$ cat src/generational_handle_table_unit_macros.svh
// ---------------------------------------------------------------------------
// generational handle table assertion macros
// shared property wrappers clocked on clk_i and disabled during reset
// ---------------------------------------------------------------------------
`ifndef GENERATIONAL_HANDLE_TABLE_UNIT_MACROS_SVH
`define GENERATIONAL_HANDLE_TABLE_UNIT_MACROS_SVH

// same-cycle implication
`define GHT_ASSERT_IMPL(lbl, ante, cons, msg) \
  lbl: assert property (@(posedge clk_i) disable iff (!rst_ni) (ante) |-> (cons)) \
    else $error(msg);

// next-cycle implication
`define GHT_ASSERT_NEXT(lbl, ante, cons, msg) \
  lbl: assert property (@(posedge clk_i) disable iff (!rst_ni) (ante) |=> (cons)) \
    else $error(msg);

`endif

$ cat src/ght_pkg.sv
// ---------------------------------------------------------------------------
// ght_pkg
// shared types and constants of the generational handle table
// ---------------------------------------------------------------------------
`default_nettype none

package ght_pkg;

  localparam int SLOTS_DEFAULT    = 256;
  localparam int GEN_BITS_DEFAULT = 16;

  localparam int OWNER_W  = 32;
  localparam int TABLE_W  = 16;
  localparam int HSLOT_W  = 8;
  localparam int HGEN_W   = 16;
  localparam int CMD_W    = 2;
  localparam int S_DATA_W = 72;
  localparam int M_DATA_W = 72;

  typedef enum logic [CMD_W-1:0] {
    CMD_ATTACH  = 2'd0,
    CMD_RESOLVE = 2'd1,
    CMD_RELEASE = 2'd2
  } cmd_e;

  typedef enum logic {
    ST_IDLE,
    ST_EXEC
  } state_e;

  typedef struct packed {
    logic handle_ok;
    logic table_ok;
  } chk_t;

endpackage

`default_nettype wire

$ cat src/ght_check.sv
// ---------------------------------------------------------------------------
// ght_check
// handle validation and generation advance for one slot entry
// ---------------------------------------------------------------------------
`default_nettype none

module ght_check #(
  parameter int GEN_BITS = ght_pkg::GEN_BITS_DEFAULT,
  parameter int CNT_W    = 9,
  parameter int CMP_W    = 9
) (
  input  wire logic [ght_pkg::HSLOT_W-1:0] slot_i,
  input  wire logic [ght_pkg::HGEN_W-1:0]  gen_i,
  input  wire logic [ght_pkg::TABLE_W-1:0] table_i,
  input  wire logic [ght_pkg::TABLE_W-1:0] table_id_i,
  input  wire logic [CNT_W-1:0]            used_count_i,
  input  wire logic                        live_i,
  input  wire logic [GEN_BITS-1:0]         gen_rd_i,
  output ght_pkg::chk_t                    chk_o,
  output logic      [GEN_BITS-1:0]         next_gen_o
);

  logic                in_range;
  logic                gen_match;
  logic [GEN_BITS-1:0] gen_inc;

  assign in_range  = CMP_W'(slot_i) < CMP_W'(used_count_i);
  assign gen_match = gen_rd_i == GEN_BITS'(gen_i);

  assign chk_o.handle_ok = in_range && live_i && gen_match;
  assign chk_o.table_ok  = table_i == table_id_i;

  // generation wraps past all ones to 1
  assign gen_inc    = gen_rd_i + GEN_BITS'(1);
  assign next_gen_o = (gen_inc == '0) ? GEN_BITS'(1) : gen_inc;

endmodule

`default_nettype wire

$ cat config.mk
export PLATFORM = sky130hd
export DESIGN_NAME = ght_check
export DESIGN_NICKNAME = d
export VERILOG_FILES = /design/src/generational_handle_table_unit_macros.svh /design/src/ght_pkg.sv /design/src/ght_check.sv
export SDC_FILE = /design/constraint.sdc
export NUM_CORES = 1
export LEC_CHECK = 0
export ABC_CLOCK_PERIOD_IN_PS = 1800
export BUFFER_PORTS_ARGS = -buffer_cell sky130_fd_sc_hd__buf_2
export CORE_ASPECT_RATIO = 0.7
export CORE_MARGIN = 5
export CORE_UTILIZATION = 35
export DETAILED_ROUTE_END_ITERATION = 10
export PLACE_DENSITY = 0.91
export RECOVER_POWER = 100
export REMOVE_ABC_BUFFERS = 1
export SLEW_MARGIN = 20
export SYNTH_ARGS = -nofsm -noshare
export SYNTH_HDL_FRONTEND = slang
export SYNTH_SLANG_ARGS = --single-unit
$ cat constraint.sdc
create_clock -name vclk -period 1.8
set_input_delay 0.09 -clock vclk [all_inputs]
set_output_delay 0.09 -clock vclk [all_outputs]
set_load 0.02 [all_outputs]
# Word-level counts from Yosys, hierarchy flattened
# Index checks and enable logic that the tools add are counted.
# word_totals
word_cells	8
reg_bits	0
# classes
add_sub_neg	1
muxes	1
reduce_logical	3
eq_ne	2
n_lt_le_gt_ge	1
# ops
op	n
$eq A16 B16 Y1	2
$add A16 B1 Y16 const B	1
$logic_not A16 Y1	1
$mux W16	1
$lt A8 B9 Y1	1
$logic_and A1 B1 Y1	2

# Logic depth before layout (Yosys ltp)
# depth
depth_word	3
mapped_depth	6
ltp_nobuf	6

# Worst setup path before layout
# Ideal clock, no wire load.
# synth_path
kind	input to output
start	input port gen_rd_i[2]
end	output port next_gen_o[1]
slack_ns	-0.020
arrival_ns	1.730
path_buffers	1
cell_stages	6
path_cell_list	buf_2 -> nand4_4 -> nor4_1 -> xor2_1 -> a2111oi_4 -> a21boi_1
# synth_between
elab_chain_len	3
# synth_rtl
item	line_no	rtl
start, declared	ght_check.sv:18	input wire logic [GEN_BITS-1:0] gen_rd_i,
$add A16 B1 Y16	ght_check.sv:34	assign gen_inc = gen_rd_i + GEN_BITS'(1);
$logic_not A16 Y1	ght_check.sv:35	assign next_gen_o = (gen_inc == '0) ? GEN_BITS'(1) : gen_inc;
$mux W16	ght_check.sv:35	
end, declared	ght_check.sv:20	output logic [GEN_BITS-1:0] next_gen_o
# Every way passes these cells.

# Worst setup path after layout
# layout_path
start	input port gen_rd_i[6]
end	output port next_gen_o[1]
# The elaborated chain is that of the path after synthesis.

==> out/qor.txt <==
Non-Filler Instances -> 283
FF+latch count -> 0
largest net degree at the start of global routing -> 9
remaining global-route overflow -> 0
Routed WL -> 4304 um
XOR/XNOR Fraction of Synth Area -> 39.85%
total placed instance area -> 1664 um2
highest clock rate -> 564.7 MHz
Worst Hold Class -> in2out
Cells after DPL -> 282
Sequential Area -> 0 um2
I/O pins -> 100
top cells by count, synth -> 33 x xnor2_1, 13 x xor2_1, 10 x inv_1, 10 x nand4_1
largest cells by area after synthesis -> xnor2_1 29%, xor2_1 11%, ha_1 9.9%
CP Max Fanout -> 3
Worst path max stage delay -> 0.54 ns
top-area cell type share of the netlist area -> 28.59%
Seq/Total Area, Yosys -> 0%
Tmin final -> 1.771 ns
post-synthesis cell type count -> 31
post-route setup TNS -> 0 ns
gr usage total -> 18.18%
Max Slew Vio Count -> 0
synthesized area -> 1011 um2
antenna-violating nets left -> 0
Critical Path Slowest Stage Cell -> or4_4
DR iter-0 viols -> 78
Synth Instances -> 134
Synth area leader -> xnor2_1
final instance area -> 1763 um2
endpoints failing setup -> 0
largest family of logic cells by synthesized area -> XOR/XNOR gates
first-pass GRT wire length -> 5823 um
IO buf count -> 100
Critical Path End Type -> output port
P per Cell Area -> 222.7 nW/um2
Area Growth Syn to Fin -> 74.38%
die width -> 74.24 um
Synth Area in Adders -> 9.901%
Slew headroom -> 77.12%
setup ws final -> 0.02928 ns
share of post-route cells with drive strength above 1 -> 49.39%
drt drc -> 0
maximum vdd drop -> 0.0001545 V
Initial Util -> 36.33%
outcome -> complete, no violations
vias in the first global route -> 1340
crit path kind -> in2out
fillers -> 245
n_diodes -> 0
Startpoint Class -> primary input
post-detail-place hpwl -> 3552 um
Die Y -> 54.97 um
Synth Area in Simple Gates -> 27.35%
cell with the most instances after synthesis -> xnor2_1
Critical Path RT -> 1.71 ns
final hold vios -> 0
Arr. time, crit path -> 1.68 ns
Place WS -> 0.01321 ns
GP Congestion -> 0.8537
post-synthesis mux area share -> 3.094%
Leak -> 0.8413 nW
mean post-synth cell area -> 7.545 um2
Final Util -> 63.35%
Hold Crit Depth -> 3
met2 Use GR -> 32.21%
via count -> 1381
GRT Max-Usage Layer -> met2
clock buffers -> 0
Slew @ Worst Pin -> 0.3337 ns
Std-Cell Rows -> 16
max_cap viols -> 0
fin crit share -> 98.37%
critical-path cell list -> buf_6 > or4_4 > nor3_4 > o211ai_2 > a2111oi_4 > a21boi_1 > buf_4
initial antenna violation count -> 0
Die Area -> 4080 um2
met1 Usage GRT -> 25.53%
Final nets -> 339
Pre-antenna DRT Iters -> 4
met3 Resource Use GR -> 0.7220%
Synth Area in Compound Gates -> 12.62%
YS warnings -> 0
hold_buf cts -> 0
core area -> 2783 um2
WL per Instance -> 15.21 um
Vias/cell -> 4.880
## metrics by stage
stage | total power [mW] | hold WS [ns]
floorplan | 0.1664 | 0.3083
global placement | 0.3539 | 0.5269
detailed placement | 0.3691 | 0.5399
CTS | 0.3707 | 0.5455
global route | 0.4257 | 0.5524
finish | 0.3925 | 0.5427
## worst max-delay path: cells and delay by family
| family | cells | cell delay [ns] |
|---|---|---|
| buffers and inverters | 2 | 0.27 |
| AOI/OAI and AO/OA | 3 | 0.64 |
| and+or+nand+nor | 2 | 0.67 |
## layout by cell type, fill, tap and decap left out, drive strengths merged, types with 2 or more instances in the layout
| cell type | count |
|---|---|
| inv | 10 |
| nand4 | 11 |
| a21oi | 2 |
| nand2b | 2 |
| nand2 | 6 |
| mux2i | 2 |
| nor4 | 6 |
| nand3 | 8 |
| buf | 107 |
| ha | 8 |
| nor2 | 5 |
| nor3 | 5 |
| clkbuf | 13 |
| o211ai | 2 |
| a21o | 2 |
| xnor2 | 33 |
| xor2 | 13 |
## final cells by class
cell class / instances / area [um2] / area share, %
multi-input cells: 117 / 1007 / 57.13
repair buffers: 120 / 673.1 / 38.18
inverters: 10 / 37.54 / 2.129
well taps: 36 / 45.04 / 2.555
## final timing paths
check,start,to
max,gen_rd_i[6],next_gen_o[1]
min,gen_rd_i[5],next_gen_o[5]
## what timing repair did
action / 4_1_cts / 5_1_grt
endpoints found under the setup margin: 0 / 3
setup buffers: 0 / 1
gates resized for setup: 0 / 25
## report_power, final
part | switching [mW] | total [mW] | internal, mW
Clock | 0 | 0 | 0
Combinational | 0.199 | 0.393 | 0.193
Sequential | 0 | 0 | 0
Total | 0.199 | 0.393 | 0.193
## per-layer routing
metal  vias to the layer above  routed length [um]
li1                        700                   -
met4                         0                  48
met3                         6                 302
met2                        44                2266
met5                         -                   0
met1                       631                1686
## cells by family (layout without fill, tap and decap cells)
group,Yosys count,count (layout)
buffers and inverters,17,130
multiplexers,3,3
AO/OA/AOI/OAI,14,14
XOR/XNOR,46,46
AND/OR/NAND/NOR,46,46
adder cells (fa/ha/maj),8,8
No activity file was read; power rests on OpenSTA's default activity.
